### config.mk
export PLATFORM = sky130hd
export DESIGN_NAME = modbus_rtu_request_detector
export DESIGN_NICKNAME = d
export VERILOG_FILES = /design/src/sv/mrrd_pkg.sv /design/src/sv/mrrd_queue.sv /design/src/sv/mrrd_parser.sv /design/src/sv/modbus_rtu_request_detector.sv
export SDC_FILE = /design/constraint.sdc
export NUM_CORES = 1
export LEC_CHECK = 0
export BUFFER_PORTS_ARGS = -buffer_cell sky130_fd_sc_hd__clkbuf_2
export CAP_MARGIN = 20
export CORE_ASPECT_RATIO = 0.8
export CORE_MARGIN = 2
export CORE_UTILIZATION = 45
export CTS_CLUSTER_DIAMETER = 50
export DETAILED_ROUTE_END_ITERATION = 8
export HOLD_SLACK_MARGIN = 0.02
export PLACE_DENSITY = 0.64
export SYNTH_ARGS = -nofsm -noshare
export SYNTH_HDL_FRONTEND = slang
export SYNTH_HIERARCHICAL = 1
export SYNTH_SLANG_ARGS = --single-unit
### constraint.sdc
create_clock -name clk_i -period 8.6 [get_ports clk_i]
set_input_delay 0.43 -clock clk_i [delete_from_list [all_inputs] [get_ports clk_i]]
set_output_delay 0.43 -clock clk_i [all_outputs]
set_load 0.01 [all_outputs]
### src/sv/mrrd_pkg.sv
`default_nettype none
// ----------------------------------------------------------------------------
// mrrd_pkg
// Shared types, codes and the CRC-16 byte update for the request detector.
// ----------------------------------------------------------------------------
package mrrd_pkg;

  localparam int unsigned ByteW   = 8;
  localparam int unsigned StatusW = 2;
  localparam int unsigned PosW    = 3;
  localparam int unsigned CrcW    = 16;
  localparam int unsigned TickW   = 16;

  localparam logic [CrcW-1:0] CrcInit = 16'hFFFF;
  localparam logic [CrcW-1:0] CrcPoly = 16'hA001;

  localparam logic [TickW-1:0] TimeoutReset = 16'd10;

  localparam logic [ByteW-1:0] FuncLow  = 8'd1;
  localparam logic [ByteW-1:0] FuncHigh = 8'd6;

  // item kinds
  localparam logic OpByte = 1'b0;
  localparam logic OpTick = 1'b1;

  // result codes
  localparam logic [StatusW-1:0] StValid   = 2'd0;
  localparam logic [StatusW-1:0] StCrcErr  = 2'd1;
  localparam logic [StatusW-1:0] StUnsupp  = 2'd2;
  localparam logic [StatusW-1:0] StTimeout = 2'd3;

  // frame positions
  localparam logic [PosW-1:0] PosIdle  = 3'd0;
  localparam logic [PosW-1:0] PosFunc  = 3'd1;
  localparam logic [PosW-1:0] PosData0 = 3'd2;
  localparam logic [PosW-1:0] PosData1 = 3'd3;
  localparam logic [PosW-1:0] PosData2 = 3'd4;
  localparam logic [PosW-1:0] PosData3 = 3'd5;
  localparam logic [PosW-1:0] PosCrcLo = 3'd6;
  localparam logic [PosW-1:0] PosCrcHi = 3'd7;

  typedef struct packed {
    logic             op;
    logic [ByteW-1:0] value;
  } item_t;

  typedef struct packed {
    logic [StatusW-1:0] status;
    logic [ByteW-1:0]   addr;
    logic [ByteW-1:0]   func;
    logic [4*ByteW-1:0] data;
  } result_t;

  function automatic logic [CrcW-1:0] crc16_byte(input logic [CrcW-1:0] crc,
                                                 input logic [ByteW-1:0] b);
    logic [CrcW-1:0] c;
    c = crc ^ {{(CrcW-ByteW){1'b0}}, b};
    for (int k = 0; k < 8; k++) begin
      c = c[0] ? ((c >> 1) ^ CrcPoly) : (c >> 1);
    end
    return c;
  endfunction

endpackage
`default_nettype wire

### src/sv/mrrd_queue.sv
`default_nettype none
// ----------------------------------------------------------------------------
// mrrd_queue
// Front side: accepts input words, each tagged by kind, and buffers them for the
// frame parser.
// ----------------------------------------------------------------------------
module mrrd_queue #(
  parameter int unsigned DEPTH = 2
) (
  input  wire                  clk_i,
  input  wire                  rst_ni,
  input  wire                  push_i,
  output logic                 full_o,
  input  mrrd_pkg::item_t      item_i,
  output logic                 valid_o,
  input  wire                  pop_i,
  output mrrd_pkg::item_t      item_o
);
  import mrrd_pkg::*;

  localparam int unsigned PtrW = (DEPTH > 1) ? $clog2(DEPTH) : 1;
  localparam int unsigned CntW = $clog2(DEPTH + 1);
  localparam logic [PtrW-1:0] LastPtr = PtrW'(DEPTH - 1);
  localparam logic [CntW-1:0] FullCnt = CntW'(DEPTH);

  item_t           mem_q [DEPTH];
  logic [PtrW-1:0] wr_ptr_q, wr_ptr_d;
  logic [PtrW-1:0] rd_ptr_q, rd_ptr_d;
  logic [CntW-1:0] cnt_q, cnt_d;
  logic            do_push, do_pop;

  assign full_o  = (cnt_q == FullCnt);
  assign valid_o = (cnt_q != '0);
  assign item_o  = mem_q[rd_ptr_q];
  assign do_push = push_i && !full_o;
  assign do_pop  = pop_i && valid_o;

  always_comb begin
    wr_ptr_d = wr_ptr_q;
    rd_ptr_d = rd_ptr_q;
    cnt_d    = cnt_q;
    if (do_push) begin
      wr_ptr_d = (wr_ptr_q == LastPtr) ? '0 : wr_ptr_q + PtrW'(1);
    end
    if (do_pop) begin
      rd_ptr_d = (rd_ptr_q == LastPtr) ? '0 : rd_ptr_q + PtrW'(1);
    end
    if (do_push && !do_pop) begin
      cnt_d = cnt_q + CntW'(1);
    end else if (do_pop && !do_push) begin
      cnt_d = cnt_q - CntW'(1);
    end
  end

  always_ff @(posedge clk_i or negedge rst_ni) begin
    if (!rst_ni) begin
      wr_ptr_q <= '0;
      rd_ptr_q <= '0;
      cnt_q    <= '0;
    end else begin
      wr_ptr_q <= wr_ptr_d;
      rd_ptr_q <= rd_ptr_d;
      cnt_q    <= cnt_d;
    end
  end

  always_ff @(posedge clk_i) begin
    if (do_push) begin
      mem_q[wr_ptr_q] <= item_i;
    end
  end

  a_cnt_bound: assert property (@(posedge clk_i) disable iff (!rst_ni)
    cnt_q <= FullCnt)
    else $error("queue count beyond depth");

  a_pop_drains: assert property (@(posedge clk_i) disable iff (!rst_ni)
    (cnt_q == CntW'(1) && do_pop && !do_push) |=> !valid_o)
    else $error("queue not empty after last word popped");

endmodule
`default_nettype wire

### src/sv/mrrd_parser.sv
`default_nettype none
// ----------------------------------------------------------------------------
// mrrd_parser
// Back side: walks the frame, updates the CRC, counts ticks and registers one
// result per finished frame.
// ----------------------------------------------------------------------------
module mrrd_parser (
  input  wire                      clk_i,
  input  wire                      rst_ni,
  input  wire [15:0]               timeout_i,
  input  wire                      q_valid_i,
  input  mrrd_pkg::item_t          q_item_i,
  output logic                     q_pop_o,
  output logic                     res_valid_o,
  input  wire                      res_ready_i,
  output mrrd_pkg::result_t        res_o
);
  import mrrd_pkg::*;

  logic [PosW-1:0]    pos_q, pos_d;
  logic [TickW-1:0]   ticks_q, ticks_d, ticks_inc;
  logic [ByteW-1:0]   addr_q, addr_d;
  logic [ByteW-1:0]   func_q, func_d;
  logic [4*ByteW-1:0] data_q, data_d;
  logic [CrcW-1:0]    crc_q, crc_d, crc_upd;
  logic [ByteW-1:0]   crc_lo_q, crc_lo_d;
  logic               out_valid_q, out_valid_d;
  result_t            res_q, res_d;
  logic               step, emit;
  logic [StatusW-1:0] emit_status;
  logic [ByteW-1:0]   b;

  assign b         = q_item_i.value;
  assign step      = q_valid_i && (!out_valid_q || res_ready_i);
  assign q_pop_o   = step;
  assign crc_upd   = crc16_byte((pos_q == PosIdle) ? CrcInit : crc_q, b);
  assign ticks_inc = (ticks_q == '1) ? ticks_q : ticks_q + TickW'(1);

  always_comb begin
    pos_d       = pos_q;
    ticks_d     = ticks_q;
    addr_d      = addr_q;
    func_d      = func_q;
    data_d      = data_q;
    crc_d       = crc_q;
    crc_lo_d    = crc_lo_q;
    emit        = 1'b0;
    emit_status = StValid;
    if (step) begin
      if (q_item_i.op == OpTick) begin
        if (pos_q != PosIdle) begin
          if (ticks_inc > timeout_i) begin
            emit        = 1'b1;
            emit_status = StTimeout;
            pos_d       = PosIdle;
            ticks_d     = '0;
          end else begin
            ticks_d = ticks_inc;
          end
        end
      end else begin
        ticks_d = '0;
        unique case (pos_q)
          PosIdle: begin
            addr_d   = b;
            func_d   = '0;
            data_d   = '0;
            crc_lo_d = '0;
            crc_d    = crc_upd;
            pos_d    = PosFunc;
          end
          PosFunc: begin
            func_d = b;
            if (b >= FuncLow && b <= FuncHigh) begin
              crc_d = crc_upd;
              pos_d = PosData0;
            end else begin
              emit        = 1'b1;
              emit_status = StUnsupp;
              pos_d       = PosIdle;
            end
          end
          PosData0: begin
            data_d[7:0] = b;
            crc_d       = crc_upd;
            pos_d       = PosData1;
          end
          PosData1: begin
            data_d[15:8] = b;
            crc_d        = crc_upd;
            pos_d        = PosData2;
          end
          PosData2: begin
            data_d[23:16] = b;
            crc_d         = crc_upd;
            pos_d         = PosData3;
          end
          PosData3: begin
            data_d[31:24] = b;
            crc_d         = crc_upd;
            pos_d         = PosCrcLo;
          end
          PosCrcLo: begin
            crc_lo_d = b;
            pos_d    = PosCrcHi;
          end
          PosCrcHi: begin
            emit        = 1'b1;
            emit_status = ({b, crc_lo_q} == crc_q) ? StValid : StCrcErr;
            pos_d       = PosIdle;
          end
          default: begin
            pos_d = PosIdle;
          end
        endcase
      end
    end
  end

  always_comb begin
    out_valid_d = out_valid_q && !res_ready_i;
    res_d       = res_q;
    if (emit) begin
      out_valid_d  = 1'b1;
      res_d.status = emit_status;
      res_d.addr   = addr_d;
      res_d.func   = func_d;
      res_d.data   = (emit_status == StValid) ? data_d : '0;
    end
  end

  always_ff @(posedge clk_i or negedge rst_ni) begin
    if (!rst_ni) begin
      pos_q       <= PosIdle;
      ticks_q     <= '0;
      out_valid_q <= 1'b0;
    end else begin
      pos_q       <= pos_d;
      ticks_q     <= ticks_d;
      out_valid_q <= out_valid_d;
    end
  end

  always_ff @(posedge clk_i) begin
    addr_q   <= addr_d;
    func_q   <= func_d;
    data_q   <= data_d;
    crc_q    <= crc_d;
    crc_lo_q <= crc_lo_d;
    res_q    <= res_d;
  end

  assign res_valid_o = out_valid_q;
  assign res_o       = res_q;

  a_idle_no_ticks: assert property (@(posedge clk_i) disable iff (!rst_ni)
    (pos_q == PosIdle) |-> (ticks_q == '0))
    else $error("tick count nonzero while idle");

  a_data_only_valid: assert property (@(posedge clk_i) disable iff (!rst_ni)
    (out_valid_q && res_q.status != StValid) |-> (res_q.data == '0))
    else $error("data bytes on a failed frame");

  a_emit_slot_free: assert property (@(posedge clk_i) disable iff (!rst_ni)
    (out_valid_q && !res_ready_i) |-> !q_pop_o)
    else $error("word consumed while result stalled");

endmodule
`default_nettype wire

### src/sv/modbus_rtu_request_detector.sv
`default_nettype none
// ----------------------------------------------------------------------------
// modbus_rtu_request_detector
// Modbus RTU request detector with CRC-16 check and inter-byte timeout.
// ----------------------------------------------------------------------------
// Takes one word per clock (a received byte or a time tick) while the queue
// has room and gives one result per frame: valid request, CRC mismatch,
// unsupported function (any code outside 1 to 6) or timeout. Words enter a
// small queue and the frame parser drains it at one word per cycle while no
// result waits; a result is held in an output register until taken.
// Sustained rate is one word per cycle, set by the combinational CRC byte
// update in the parser; m_axis_tready low stalls the parser once a result
// waits, and the input stalls when the queue (QUEUE_DEPTH words) is full.
module modbus_rtu_request_detector #(
  parameter int unsigned QUEUE_DEPTH = 2
) (
  input  wire         clk_i,
  input  wire         rst_ni,
  input  wire         s_axis_tvalid,
  output logic        s_axis_tready,
  input  wire  [7:0]  s_axis_tdata,   // [7:0] byte_value
  input  wire  [0:0]  s_axis_tuser,   // [0] op
  output logic        m_axis_tvalid,
  input  wire         m_axis_tready,
  output logic [47:0] m_axis_tdata,   // [7:0] slave_address, [15:8] function_code,
                                      // [23:16] data_byte_0, [31:24] data_byte_1,
                                      // [39:32] data_byte_2, [47:40] data_byte_3
  output logic [1:0]  m_axis_tuser,   // [1:0] status
  input  wire         cfg_valid_i,
  output logic        cfg_ready_o,
  input  wire  [15:0] cfg_data_i      // [15:0] timeout_ticks
);
  import mrrd_pkg::*;

  logic [TickW-1:0] timeout_q;
  item_t            in_item, q_item;
  logic             q_full, q_valid, q_pop;
  logic             res_valid;
  result_t          res;

  assign cfg_ready_o = 1'b1;

  always_ff @(posedge clk_i or negedge rst_ni) begin
    if (!rst_ni) begin
      timeout_q <= TimeoutReset;
    end else if (cfg_valid_i) begin
      timeout_q <= cfg_data_i;
    end
  end

  assign in_item.op    = s_axis_tuser[0];
  assign in_item.value = s_axis_tdata;
  assign s_axis_tready = !q_full;

  mrrd_queue #(
    .DEPTH (QUEUE_DEPTH)
  ) u_queue (
    .clk_i   (clk_i),
    .rst_ni  (rst_ni),
    .push_i  (s_axis_tvalid),
    .full_o  (q_full),
    .item_i  (in_item),
    .valid_o (q_valid),
    .pop_i   (q_pop),
    .item_o  (q_item)
  );

  mrrd_parser u_parser (
    .clk_i       (clk_i),
    .rst_ni      (rst_ni),
    .timeout_i   (timeout_q),
    .q_valid_i   (q_valid),
    .q_item_i    (q_item),
    .q_pop_o     (q_pop),
    .res_valid_o (res_valid),
    .res_ready_i (m_axis_tready),
    .res_o       (res)
  );

  assign m_axis_tvalid = res_valid;
  assign m_axis_tuser  = res.status;
  assign m_axis_tdata  = {res.data, res.func, res.addr};

endmodule
`default_nettype wire

# Word level (Yosys, flattened, before mapping)
# Memory sizes are Yosys's and may differ from the RTL's.
# Index checks and enable logic that the tools add are counted.
# word_totals
ff_bits,162
mem_bits_rw,18
in_bits,30
output_inout_bits,53
elab_cells,126
n_memories,1
# classes
add_sub_neg,5
magnitude_cmp,3
eq_ne,13
muxes,53
bitwise,10
reduce_logical,25
# memory_table
name,words,word_bits,rd,rd_ports_with_merged_regs,wr,line,text
u_queue.mem_q,2,9,1,0,1,mrrd_queue.sv:26,item_t mem_q [DEPTH];
# op_table
cell,n
$mux 16,14
$pmux 8 s2,6
$mux 32,2
$mux 8,5
$pmux 16 s2,1
$not 2->3,8
$pmux 3 s8,1
$add 16x1->16 const B,1
$eq 16x16->1,1
$eq 16x16->1 const B,1
$gt 16x16->1,1
$mux 2,8
$xor 16x8->16,1
$eq 3x3->1 const B,4
$mux 1,11
$mux 3,3
$ge 8x1->1 const B,1
$le 8x3->1 const B,1
$reduce_bool 2->1,4
$logic_and 1x1->1,7
$eq 3x2->1 const B,2
$ne 2x1->1 const B,3
$reduce_and 3->1,2
$logic_not 1->1,5
15 further kinds,16

# Longest topological paths before layout
# Gate-level depths: netlist of run 1.
# logic_depth
depth_word,21
depth_mapped,15
mapped_depth_nobuf,13

# Cells and area by module
# The synthesis of run 1 kept the hierarchy.
# by_module_without_submodules
mod,instances,cells_each,area_each_um2,seq_area_each_um2
mrrd_parser,1,617,6744.0,3683.5
mrrd_queue,1,47,852.1,640.6
modbus_rtu_request_detector,1,37,666.9,402.9

# Least setup slack after synthesis of run 1
# OpenSTA, ideal clock, no wires.
# synth_timing
kind,reg-to-reg
start,register u_parser.ticks_q[4]
end,register u_parser.res_q (netlist bit u_parser/res_o[0]) (enable)
setup_ns,0.458
arrival_time_ns,5.069
required_ns,8.142
setup_slack_ns,3.073
stages_incl_launch_ff,14
n_path_buf,2
period_less_slack_ns,5.527
path_cell_list,dfrtp_1 > buf_2 > nand4_2 > or3_1 > nor4_1 > nand3b_1 > o21a_1 > ha_1 > nand4_1 > nand2b_1 > a41oi_1 > o21ai_1 > clkbuf_1 > nor2_1
# synth_via
elab_chain_cells,7
word_cells_on_any_way,8
cone_classes,1 x add/sub; 1 x order compare; 1 x eq/ne; 5 x mux
# synth_rtl
item,line,text
start: declaration,mrrd_parser.sv:21,"logic [TickW-1:0] ticks_q, ticks_d, ticks_inc;"
start signal: assignment,mrrd_parser.sv:139,ticks_q <= ticks_d;
$add 16x1->16 or $eq 16x16->1 (tied branches),mrrd_parser.sv:37,assign ticks_inc = (ticks_q == '1) ? ticks_q : ticks_q + TickW'(1);
$mux 16 *,mrrd_parser.sv:37,
$gt 16x16->1 *,mrrd_parser.sv:52,if (ticks_inc > timeout_i) begin
$mux 1 *,mrrd_parser.sv:52,
$mux 1 *,mrrd_parser.sv:51,if (pos_q != PosIdle) begin
$mux 1 *,mrrd_parser.sv:50,if (q_item_i.op == OpTick) begin
$mux 1 *,mrrd_parser.sv:49,if (step) begin
net u_parser.emit,mrrd_parser.sv:29,"logic step, emit;"
end signal: assignment,mrrd_parser.sv:150,res_q <= res_d;
end: declaration,mrrd_parser.sv:28,"result_t res_q, res_d;"
# Mark *: on every way through the listed nets, which the timed path passes. The rest lies on a longest branch.
# A chain may end at the register's enable or synchronous reset.

# Worst setup path after layout of run 1
# layout_timing
start,register u_parser.ticks_q[4]
end,register u_parser.res_q (netlist bit u_parser/res_o[40]) (enable)
# The elaborated chain is that of the path after synthesis.

==> impl_metrics.env, run 1 <==
export IMPL_result_of_the_run="complete, no violations"
export IMPL_num_fill_cells=1591
export IMPL_worst_pin_slew_ns=0.9368
export IMPL_area_growth_syn_to_layout_pct=14.63
export IMPL_cts_made_buffers=17
export IMPL_antennaDiodeCount=0
export IMPL_final_max_slew_violation_count=0
export IMPL_remaining_drc_errors=0
export IMPL_number_of_antenna_violations_at_the_first_check_in_global_routing=0
export IMPL_finish_net_count=815
export IMPL_hold_viol=0
export IMPL_worst_hold_path_type="in2reg"
export IMPL_rows=44
export IMPL_dieHeight_um=125.2
export IMPL_cp_start_kind="register"
export IMPL_power_per_cell_area_nw_per_um2=417.1
export IMPL_io_buffers=81
export IMPL_worst_setup_hold_path_clk_slew_ns=0.07
export IMPL_period_share=0.5618
export IMPL_ys_ff_latch=180
export IMPL_worstSkewPairLatency_ns=0.43
export IMPL_worst_endpoint_required_ns=8.68
export IMPL_detailedPlacementHpwl_mm=11.87
export IMPL_place_gp_congestion=0.8332
export IMPL_synth_edff_count=92
export IMPL_tritoncts="built"
export IMPL_ys_warn_count=6
export IMPL_ant_nets=0
export IMPL_worst_setup_path_end_kind="register"
export IMPL_clk_root_buffer_cell="sky130_fd_sc_hd__clkbuf_16"
export IMPL_grt_setup_unrepaired="no"
export IMPL_average_wire_per_cell_in_the_routed_design_um=17.65
export IMPL_dominantRegCellSynth="sky130_fd_sc_hd__edfxtp_1"
export IMPL_worst_ir_drop_on_vdd_uv=213.6
export IMPL_pin_count=83
export IMPL_initial_drt_markers=497
export IMPL_p_leak_nw=3.899
export IMPL_chipWidth_um=155.5
export IMPL_crit_start="u_parser/ticks_q[4]$_DFFE_PN0P_"
export IMPL_cp_data_arrival_time_ns=4.91
export IMPL_route_vias_total=5456
export IMPL_timing_worst_setup_path_type="reg2reg"
export IMPL_synth_net_count=749
export IMPL_timing_reg2reg_setup_slack_ns=3.77
export IMPL_fin_crit_ns=4.831
export IMPL_maxCapViolations=0
export IMPL_clkSinkCount=180
export IMPL_post_route_cells_drive_above_1_share=0.2205
export IMPL_dieArea_sq_um=19470
export IMPL_async_reset_ff_frac=0.2222
export IMPL_grt_util_all_layers=0.1909
export IMPL_slew_limit_headroom=0.3755
export IMPL_core_region_area_sq_um=18060
export IMPL_timing_critical_path_fanout_max=37
export IMPL_totalPowerFinal_mw=3.951
export IMPL_finalSetupViolations=0
export IMPL_r2r_start="u_parser/ticks_q[4]$_DFFE_PN0P_"
export IMPL_yosysUniqueCellTypes=65
export IMPL_fin_skew_ns=0.008837
export IMPL_drt_pre_antenna_iters=5
export IMPL_viasPerCell=5.402
export IMPL_route_final_wire_length_mm=17.83
export IMPL_final_tns_setup_ns=0
export IMPL_start_util=0.4576
export IMPL_grt_ovfl_total=0
export IMPL_worst_min_path_start="s_axis_tdata[3]"
export IMPL_post_synth_inst_count=701
export IMPL_ctsLongestPathBuffers=2
export IMPL_netlist_area_sq_um=8263
export IMPL_syn_area_per_cell_sq_um=11.79
export IMPL_max_clock_freq_mhz=207.0
export IMPL_ctsHtreeMaxLevel=4
export IMPL_first_global_vias=5552
export IMPL_synth_seq_area_share=0.5721
export IMPL_maximum_number_of_pins_on_one_net_before_global_route_repair=41
export IMPL_cts_repair_resized=0
export IMPL_wire_length_of_the_first_global_routing_pass_mm=29.05
[placed cells by master (no fill, tap or decap), types with 3 or more instances in the layout]
cell | synthesis | final
sky130_fd_sc_hd__edfxtp_1 | 92 | 92
sky130_fd_sc_hd__clkbuf_2 | 0 | 81
sky130_fd_sc_hd__nand2_1 | 81 | 81
sky130_fd_sc_hd__xnor2_1 | 54 | 54
sky130_fd_sc_hd__dfxtp_1 | 48 | 48
sky130_fd_sc_hd__dfrtp_1 | 38 | 38
sky130_fd_sc_hd__o21a_1 | 34 | 34
sky130_fd_sc_hd__nor2_1 | 32 | 31
sky130_fd_sc_hd__a22o_1 | 26 | 26
sky130_fd_sc_hd__inv_1 | 24 | 24
sky130_fd_sc_hd__mux2_2 | 24 | 24
sky130_fd_sc_hd__nand3_1 | 23 | 23
sky130_fd_sc_hd__ha_1 | 18 | 18
sky130_fd_sc_hd__clkbuf_16 | 0 | 17
sky130_fd_sc_hd__nor3_1 | 16 | 16
sky130_fd_sc_hd__a21oi_1 | 14 | 14
sky130_fd_sc_hd__mux2_4 | 10 | 10
sky130_fd_sc_hd__and2_1 | 10 | 10
sky130_fd_sc_hd__nand2b_1 | 9 | 9
sky130_fd_sc_hd__nand4_1 | 9 | 9
sky130_fd_sc_hd__xor2_1 | 9 | 9
sky130_fd_sc_hd__o21ai_0 | 8 | 8
sky130_fd_sc_hd__a221o_1 | 7 | 7
sky130_fd_sc_hd__and3_1 | 6 | 6
sky130_fd_sc_hd__or3_1 | 6 | 6
sky130_fd_sc_hd__o21ai_1 | 7 | 6
sky130_fd_sc_hd__buf_4 | 2 | 5
sky130_fd_sc_hd__bufinv_16 | 0 | 4
sky130_fd_sc_hd__inv_6 | 0 | 4
sky130_fd_sc_hd__nor4_1 | 4 | 4
sky130_fd_sc_hd__nor2b_1 | 4 | 4
sky130_fd_sc_hd__a21o_1 | 4 | 4
sky130_fd_sc_hd__clkinv_4 | 0 | 3
[metrics by stage]
step           std cells  area, sq um  setup slack (ns)  utilization  hold WS (ns)
4_1_cts             1007         9407             3.783       0.5209        0.1764
5_1_grt             1010         9472             3.343       0.5245        0.1775
6_report            1010         9472             3.769       0.5245        0.1954
3_5_place_dp         975         8778             3.817       0.4861        0.4307
2_1_floorplan        701         8263             3.073            -        0.1344
3_3_place_gp         975         8778             4.031       0.4861        0.4235
[path summary, 6_finish.rpt]
path	cells after the start	to
worst max-delay path	15	u_parser/res_o[40]$_DFFE_PP_
worst min-delay path	1	u_queue/mem_q[1][3]$_DFFE_PP_
worst max register to register	15	u_parser/res_o[40]$_DFFE_PP_
worst min register to register	2	u_parser/data_q[0]$_DFF_P_
max in group asynchronous	3	timeout_q[1]$_DFFE_PN1P_
min in group asynchronous	2	timeout_q[4]$_DFFE_PN0P_
[registers in the layout (all words and copies together), names as in the netlist]
| signal | flops |
|---|---|
| u_queue/cnt_q | 2 |
| u_parser/pos_q | 3 |
| u_parser/crc_lo_q | 8 |
| u_parser/res_o | 50 |
| timeout_q | 16 |
| u_parser/crc_q | 16 |
| u_parser/ticks_q | 16 |
| u_queue/mem_q | 18 |
| u_queue/wr_ptr_q | 1 |
| u_queue/rd_ptr_q | 1 |
| u_parser/addr_q | 8 |
| u_parser/func_q | 8 |
| u_parser/res_valid_o | 1 |
| u_parser/data_q | 32 |
[cell usage after synthesis (all sizes together), types with 3 or more instances]
library cell	count	share of area
xor2	9	0.0095
a22o	26	0.028
a221o	7	0.0085
a211oi	3	0.0027
nor4	5	0.0056
buf	21	0.018
dfrtp	38	0.12
nand3	24	0.015
clkbuf	21	0.0095
or3	6	0.0045
and2	10	0.0076
nand2	82	0.038
xnor2	55	0.059
and3	7	0.0059
o21a	34	0.031
dfxtp	48	0.12
a21oi	15	0.010
nor3	18	0.013
nor2b	4	0.0030
edfxtp	92	0.33
o21ai	15	0.0091
nand2b	9	0.0068
mux2	35	0.052
inv	26	0.012
ha	18	0.027
nand4	10	0.0083
a21o	4	0.0036
nor2	33	0.015
[per-layer routing]
layer | wire (um) | GRT usage | vias to the layer above
li1 | - | - | 2619
met1 | 8522 | 0.2781 | 2681
met2 | 8116 | 0.2879 | 141
met3 | 968 | 0.04125 | 15
met4 | 222 | 0.05720 | 0
met5 | 0 | 0 | -
[logic make-up (layout without fill, tap and decap cells)]
kind of cell	count (synthesis)	after routing	synth area share
other cells	1	1	0.0004538
xor+xnor	64	64	0.06875
mux	35	35	0.05224
fa+ha+maj	18	18	0.02726
buf+inv	68	147	0.03982
compound gates	117	117	0.1072
simple gates	218	218	0.1322
flops	180	180	0.5721
[what timing repair did]
action	CTS	global route
setup buffers	0	0
hold buffers	0	1
hold endpoints to repair	0	16
[area by class of cell]
type	count	area, sq um	share of cell area
Sequential cell	180	4727	0.4991
Tap cell	230	287.8	0.03038
Clock inverter	15	202.7	0.02140
Clock buffer	17	425.4	0.04491
Multi-Input combinational cell	453	3223	0.3403
Timing Repair Buffer	89	508.0	0.05363
Inverter	26	97.59	0.01030
[worst max-delay path, cell delays in order (launching register included)]
cell	delay, ns
sky130_fd_sc_hd__dfrtp_1	0.49
sky130_fd_sc_hd__nand4_2	0.24
sky130_fd_sc_hd__or3_1	0.47
sky130_fd_sc_hd__nor4_1	0.47
sky130_fd_sc_hd__nand3b_1	0.16
sky130_fd_sc_hd__o21a_1	0.15
sky130_fd_sc_hd__ha_1	0.30
sky130_fd_sc_hd__nand4_1	0.15
sky130_fd_sc_hd__nor2_1	0.13
sky130_fd_sc_hd__o21ai_1	0.07
sky130_fd_sc_hd__a41oi_1	0.18
sky130_fd_sc_hd__buf_4	0.28
sky130_fd_sc_hd__o21ai_2	0.07
sky130_fd_sc_hd__buf_4	0.27
sky130_fd_sc_hd__nor2_4	0.51
sky130_fd_sc_hd__buf_4	0.48
[report_power, final]
group,internal [mW],leakage (nW),switching [mW]
clock network,0.490,0.306,0.338
registers,1.37,1.76,0.195
logic,0.653,1.83,0.906
No activity file was read; power rests on OpenSTA's default activity.
==> inputs of run 2 (changes only) <==
PLACE_DENSITY = 0.66   (was 0.64)
clock period = 4.15 ns   (was 8.6 ns; I/O delays follow)
==> impl_metrics.env, run 2 (synthesis gave the netlist of run 1 again) <==
export IMPL_finish_net_count=842
export IMPL_remaining_drc_errors=0
export IMPL_core_region_area_sq_um=18060
export IMPL_ctsLongestPathBuffers=2
export IMPL_dieArea_sq_um=19470
export IMPL_grt_util_all_layers=0.1910
export IMPL_max_clock_freq_mhz=261.7
export IMPL_maximum_number_of_pins_on_one_net_before_global_route_repair=41
export IMPL_cp_slowest_stage_delay_ns=0.48
export IMPL_ctsHtreeMaxLevel=4
export IMPL_route_vias_total=5669
export IMPL_fin_skew_ns=0.01312
export IMPL_final_tns_setup_ns=0
export IMPL_area_of_combinational_cells_with_multiple_inputs_sq_um=3226
export IMPL_drt_pre_antenna_iters=5
export IMPL_postLayoutSetupSlackWorst_ns=0.3283
export IMPL_power_net_switching_mw=3.047
export IMPL_most_frequent_standard_cell_in_the_layout_excluding_fill_and_tap_cells="sky130_fd_sc_hd__edfxtp_1"
export IMPL_groute_layer_met2_usage=0.2803
export IMPL_crit_chain="nand4_2, nor4_4, nand3_2, mux2_1, ha_1, nor2b_1, o211ai_1, a21oi_1, o21ai_1, a41oi_1, o21ai_2, nor2_4, buf_12"
export IMPL_worst_hold_path_type="in2reg"
export IMPL_wire_length_of_the_first_global_routing_pass_mm=28.98
export IMPL_place_gp_congestion=0.8343
export IMPL_dieHeight_um=125.2
export IMPL_start_util=0.4576
export IMPL_pin_count=83
export IMPL_hold_viol=0
export IMPL_pwr_share_seq=0.395
export IMPL_cp_slowest_cell="sky130_fd_sc_hd__dfrtp_1"
export IMPL_finish_utilization=0.5355
export IMPL_result_of_the_run="complete, no violations"
export IMPL_sw_frac_of_total=0.3749
export IMPL_clk_root_buffer_cell="sky130_fd_sc_hd__clkbuf_16"
export IMPL_initial_drt_markers=423
export IMPL_leading_cell_types_in_the_layout_fill_and_taps_excluded="sky130_fd_sc_hd__edfxtp_1 (92), sky130_fd_sc_hd__clkbuf_2 (81), sky130_fd_sc_hd__nand2_1 (81)"
export IMPL_rows=44
export IMPL_timing_critical_path_fanout_max=40
export IMPL_grt_setup_unrepaired="no"
export IMPL_io_buffers=81
export IMPL_first_global_vias=5608
export IMPL_number_of_antenna_violations_at_the_first_check_in_global_routing=0
export IMPL_top_usage_layer="met2"
export IMPL_m3_gr_usage=0.04610
export IMPL_met1_use_gr=0.2762
export IMPL_cp_start_kind="register"
export IMPL_fin_crit_ns=3.822
export IMPL_ant_nets=0
export IMPL_slew_limit_headroom=0.4333
export IMPL_worst_ir_drop_on_vdd_uv=471.5
export IMPL_detailedPlacementHpwl_mm=11.74
export IMPL_comb_power_share=0.410
export IMPL_cts_made_buffers=17
export IMPL_worst_setup_path_end_kind="register"
export IMPL_seq_area_sq_um=4727
export IMPL_timing_worst_setup_path_type="reg2reg"
export IMPL_power_per_cell_area_nw_per_um2=840.4
export IMPL_worst_setup_hold_path_clk_slew_ns=0.07
export IMPL_clockPowerShare=0.195
export IMPL_worst_pin_slew_ns=0.8435
export IMPL_chipWidth_um=155.5
export IMPL_average_wire_per_cell_in_the_routed_design_um=17.36
export IMPL_antennaDiodeCount=0
export IMPL_num_fill_cells=1517
export IMPL_final_max_slew_violation_count=0
export IMPL_internal_power_mw=5.081
export IMPL_worst_endpoint_required_ns=4.27
export IMPL_finalSetupViolations=0
export IMPL_largest_reg_flops=50
export IMPL_viasPerCell=5.467
export IMPL_area_growth_syn_to_layout_pct=17.04
export IMPL_worstSkewPairLatency_ns=0.43
export IMPL_grt_ovfl_total=0
export IMPL_cp_data_arrival_time_ns=3.94
export IMPL_maxCapViolations=0
export IMPL_place_worst_setup_slack_ns=0.2337
export IMPL_route_final_wire_length_mm=18.00
export IMPL_period_share=0.9209
export IMPL_p_leak_nw=3.988
export IMPL_clkSinkCount=180
export IMPL_tritoncts="built"
export IMPL_post_route_cells_drive_above_1_share=0.2193
[run 2: worst max-delay path: cells and delay by family, from the launching register on]
kind / cells / cell delay, ns
AO/OA/AOI/OAI: 5 / 0.69
buffers and inverters: 1 / 0.28
adder cells (fa/ha/maj): 1 / 0.30
AND/OR/NAND/NOR: 5 / 1.32
multiplexers: 1 / 0.41
flip-flops: 1 / 0.48
[run 2: path summary, 6_finish.rpt]
check | slack, ns | from | cells after the start | end
setup / recovery | 0.33 | u_parser/ticks_q[4]$_DFFE_PN0P_ | 13 | u_parser/res_o[42]$_DFFE_PP_
hold / removal | 0.04 | cfg_data_i[14] | 2 | timeout_q[14]$_DFFE_PN0P_
max in group asynchronous | 3.38 | rst_ni | 3 | u_queue/rd_ptr_q$_DFFE_PN0P_
min in group asynchronous | 0.27 | rst_ni | 2 | timeout_q[7]$_DFFE_PN0P_
hold reg to reg | 0.45 | u_parser/data_q[2]$_DFF_P_ | 2 | u_parser/data_q[2]$_DFF_P_
setup reg to reg | 0.33 | u_parser/ticks_q[4]$_DFFE_PN0P_ | 13 | u_parser/res_o[42]$_DFFE_PP_
[run 2: cell type report]
class	count	area share
multi-input cells	453	0.3335
well taps	230	0.02976
repair buffers	116	0.07815
clock inverters	14	0.01423
flip-flops and latches	180	0.4888
inverters	26	0.01009
clock buffers	18	0.04541
[run 2: routing by layer]
layer | share of wire | routed length, um | up-vias
li1 | - | - | 2684
met3 | 0.062 | 1115 | 34
met1 | 0.47 | 8411 | 2738
met2 | 0.45 | 8058 | 213
met4 | 0.023 | 418 | 0
met5 | 0 | 0 | -
[run 2: repair_timing]
| item | 4_1_cts | 5_1_grt |
|---|---|---|
| buffers inserted | 0 | 0 |
| setup endpoints to repair | 0 | 10 |
| hold buffers | 25 | 0 |
| endpoints found under the hold margin | 71 | 0 |
| resized for setup | 0 | 1 |
[run 2: power by group through the flow]
stage | clock network [mW] | registers (mW) | logic, mW
after floorplan | 0 | 3.21 | 2.41
after detailed placement | 0 | 3.24 | 3.29
after global routing | 1.70 | 3.28 | 3.63
final | 1.59 | 3.21 | 3.33
after global placement | 0 | 3.21 | 3.17
after CTS | 1.62 | 3.21 | 3.33
[run 2: metrics by stage]
step           power [mW]  hold slack (ns)  std cells  instance area, sq um
5_1_grt             8.607          0.02099       1037                  9671
4_1_cts             8.159          0.02068       1036                  9648
3_3_place_gp        6.380           0.4004        979                  8821
6_report            8.127          0.03733       1037                  9671
3_5_place_dp        6.524           0.4059        979                  8821
2_1_floorplan       5.622         -0.08809        701                  8270
==> inputs of run 3 (changes only) <==
CORE_ASPECT_RATIO = 1.75   (was 0.8)
==> impl_metrics.env, run 3 (synthesis gave the netlist of run 1 again) <==
export IMPL_result_of_the_run="complete, no violations"
export IMPL_met1_use_gr=0.2051
export IMPL_area_of_combinational_cells_with_multiple_inputs_sq_um=3237
export IMPL_worstSkewPairLatency_ns=0.42
export IMPL_worst_setup_path_end_kind="register"
export IMPL_start_util=0.4577
export IMPL_first_global_vias=5831
export IMPL_power_per_cell_area_nw_per_um2=841.2
export IMPL_io_buffers=81
export IMPL_tritoncts="built"
export IMPL_detailedPlacementHpwl_mm=12.21
export IMPL_viasPerCell=5.365
export IMPL_chipWidth_um=106.4
export IMPL_number_of_antenna_violations_at_the_first_check_in_global_routing=0
export IMPL_maximum_number_of_pins_on_one_net_before_global_route_repair=51
export IMPL_seq_area_sq_um=4727
export IMPL_timing_worst_setup_path_type="reg2reg"
export IMPL_clkSinkCount=180
export IMPL_wire_length_of_the_first_global_routing_pass_mm=28.86
export IMPL_top_usage_layer="met2"
export IMPL_core_region_area_sq_um=18050
export IMPL_place_worst_setup_slack_ns=0.2619
export IMPL_cp_data_arrival_time_ns=4.23
export IMPL_initial_drt_markers=229
export IMPL_maxCapViolations=0
export IMPL_dieHeight_um=183.3
export IMPL_hold_ws_ns=0.03709
export IMPL_grt_setup_unrepaired="no"
export IMPL_fin_skew_ns=0.007528
export IMPL_dieArea_sq_um=19510
export IMPL_grt_ovfl_total=0
export IMPL_totalPowerFinal_mw=8.191
export IMPL_slew_limit_headroom=0.4363
export IMPL_worst_hold_path_type="in2reg"
export IMPL_postLayoutSetupSlackWorst_ns=0.2754
export IMPL_ctsHtreeMaxLevel=4
export IMPL_remaining_drc_errors=0
export IMPL_ant_nets=0
export IMPL_average_wire_per_cell_in_the_routed_design_um=16.73
export IMPL_crit_chain="nand4_2, or3_1, nor2_1, nand4_1, nor3_1, a21oi_1, ha_1, nand4_1, nor4_1, a41oi_2, nor2_1, a32o_1"
export IMPL_worst_setup_hold_path_clk_slew_ns=0.07
export IMPL_num_fill_cells=1592
export IMPL_ctsLongestPathBuffers=2
export IMPL_final_max_slew_violation_count=0
export IMPL_worst_ir_drop_on_vdd_uv=438.9
export IMPL_area_growth_syn_to_layout_pct=17.85
export IMPL_groute_layer_met2_usage=0.3574
export IMPL_place_gp_congestion=0.9084
export IMPL_largest_reg_flops=50
export IMPL_period_share=0.9336
export IMPL_drt_pre_antenna_iters=5
export IMPL_clk_root_buffer_cell="sky130_fd_sc_hd__clkbuf_16"
export IMPL_pin_count=83
export IMPL_hold_viol=0
export IMPL_cp_start_kind="register"
export IMPL_worst_pin_slew_ns=0.8391
export IMPL_post_route_cells_drive_above_1_share=0.2215
export IMPL_finalSetupViolations=0
export IMPL_cts_made_buffers=17
export IMPL_worst_endpoint_required_ns=4.51
export IMPL_final_tns_setup_ns=0
export IMPL_most_frequent_standard_cell_in_the_layout_excluding_fill_and_tap_cells="sky130_fd_sc_hd__edfxtp_1"
export IMPL_route_vias_total=5590
export IMPL_rows=65
export IMPL_p_leak_nw=3.999
export IMPL_m3_gr_usage=0.03163
export IMPL_cts_setup_buffers=0
export IMPL_finish_net_count=843
export IMPL_route_final_wire_length_mm=17.43
export IMPL_fin_crit_ns=3.875
export IMPL_cp_slowest_stage_delay_ns=0.66
export IMPL_grt_util_all_layers=0.1887
export IMPL_timing_critical_path_fanout_max=10
export IMPL_cp_slowest_cell="sky130_fd_sc_hd__nor2_1"
export IMPL_max_clock_freq_mhz=258.1
export IMPL_leading_cell_types_in_the_layout_fill_and_taps_excluded="sky130_fd_sc_hd__edfxtp_1 (92), sky130_fd_sc_hd__clkbuf_2 (81), sky130_fd_sc_hd__nand2_1 (81)"
export IMPL_antennaDiodeCount=0
run 3: cell count changes in the layout (fill, tap and decap cells not counted):
cell	before	now
sky130_fd_sc_hd__clkinv_2	2	0
sky130_fd_sc_hd__clkbuf_8	1	0
sky130_fd_sc_hd__buf_4	8	9
sky130_fd_sc_hd__clkinvlp_4	1	4
sky130_fd_sc_hd__nor2_1	30	31
sky130_fd_sc_hd__nor2_2	2	1
sky130_fd_sc_hd__nor4_2	0	1
sky130_fd_sc_hd__a41oi_1	1	0
sky130_fd_sc_hd__a41oi_2	0	1
sky130_fd_sc_hd__bufinv_16	1	3
sky130_fd_sc_hd__nor4_1	4	3
sky130_fd_sc_hd__inv_6	5	4
sky130_fd_sc_hd__inv_4	1	0
run 3: power by group:
| group | internal [mW] | switching [mW] | total [mW] |
|---|---|---|---|
| registers | 2.84 | 0.333 | 3.17 |
| logic | 1.39 | 1.97 | 3.36 |
| clock network | 0.965 | 0.698 | 1.66 |
run 3: final cells by class:
| type | count | area share |
|---|---|---|
| multi-input combinational | 453 | 0.3324 |
| clock buffer | 17 | 0.04368 |
| timing repair buffer | 117 | 0.07838 |
| tap | 234 | 0.03007 |
| sequential | 180 | 0.4854 |
| clock inverter | 15 | 0.02004 |
| inverter | 26 | 0.01002 |
run 3: timing repair:
action	in CTS	in global routing
hold endpoints to repair	71	0
resized for setup	0	2
hold buffers	25	0
endpoints found under the setup margin	0	93
run 3: path summary, 6_finish.rpt:
| path | from | slack [ns] | cells past startpoint | end |
|---|---|---|---|---|
| setup / recovery | u_parser/ticks_q[4]$_DFFE_PN0P_ | 0.28 | 12 | u_parser/ticks_q[1]$_DFFE_PN0P_ |
| max in group asynchronous | rst_ni | 3.43 | 3 | timeout_q[3]$_DFFE_PN1P_ |
| hold / removal | cfg_data_i[14] | 0.04 | 2 | timeout_q[14]$_DFFE_PN0P_ |
| setup reg to reg | u_parser/ticks_q[4]$_DFFE_PN0P_ | 0.28 | 12 | u_parser/ticks_q[1]$_DFFE_PN0P_ |
| min in group asynchronous | rst_ni | 0.20 | 2 | timeout_q[7]$_DFFE_PN0P_ |
| hold reg to reg | u_parser/func_q[6]$_DFF_P_ | 0.46 | 2 | u_parser/func_q[6]$_DFF_P_ |
run 3: metrics by stage:
step,util,cells,area [sq um]
floorplan,-,701,8270
global placement,0.4893,984,8833
detailed placement,0.4893,984,8833
CTS,0.5375,1041,9704
global route,0.5394,1042,9738
finish,0.5394,1042,9738
run 3: layer usage:
layer | routed length [um] | part of all wire
met3 | 617 | 0.035
met4 | 472 | 0.027
met1 | 6743 | 0.39
met5 | 0 | 0
met2 | 9597 | 0.55
run 3: worst max-delay path, delay by kind of cell, from the launching register on:
family / cells / cell delay, ns
and+or+nand+nor: 8 / 2.53
DFF: 1 / 0.48
adders and majority gates: 1 / 0.31
AOI/OAI and AO/OA: 3 / 0.50
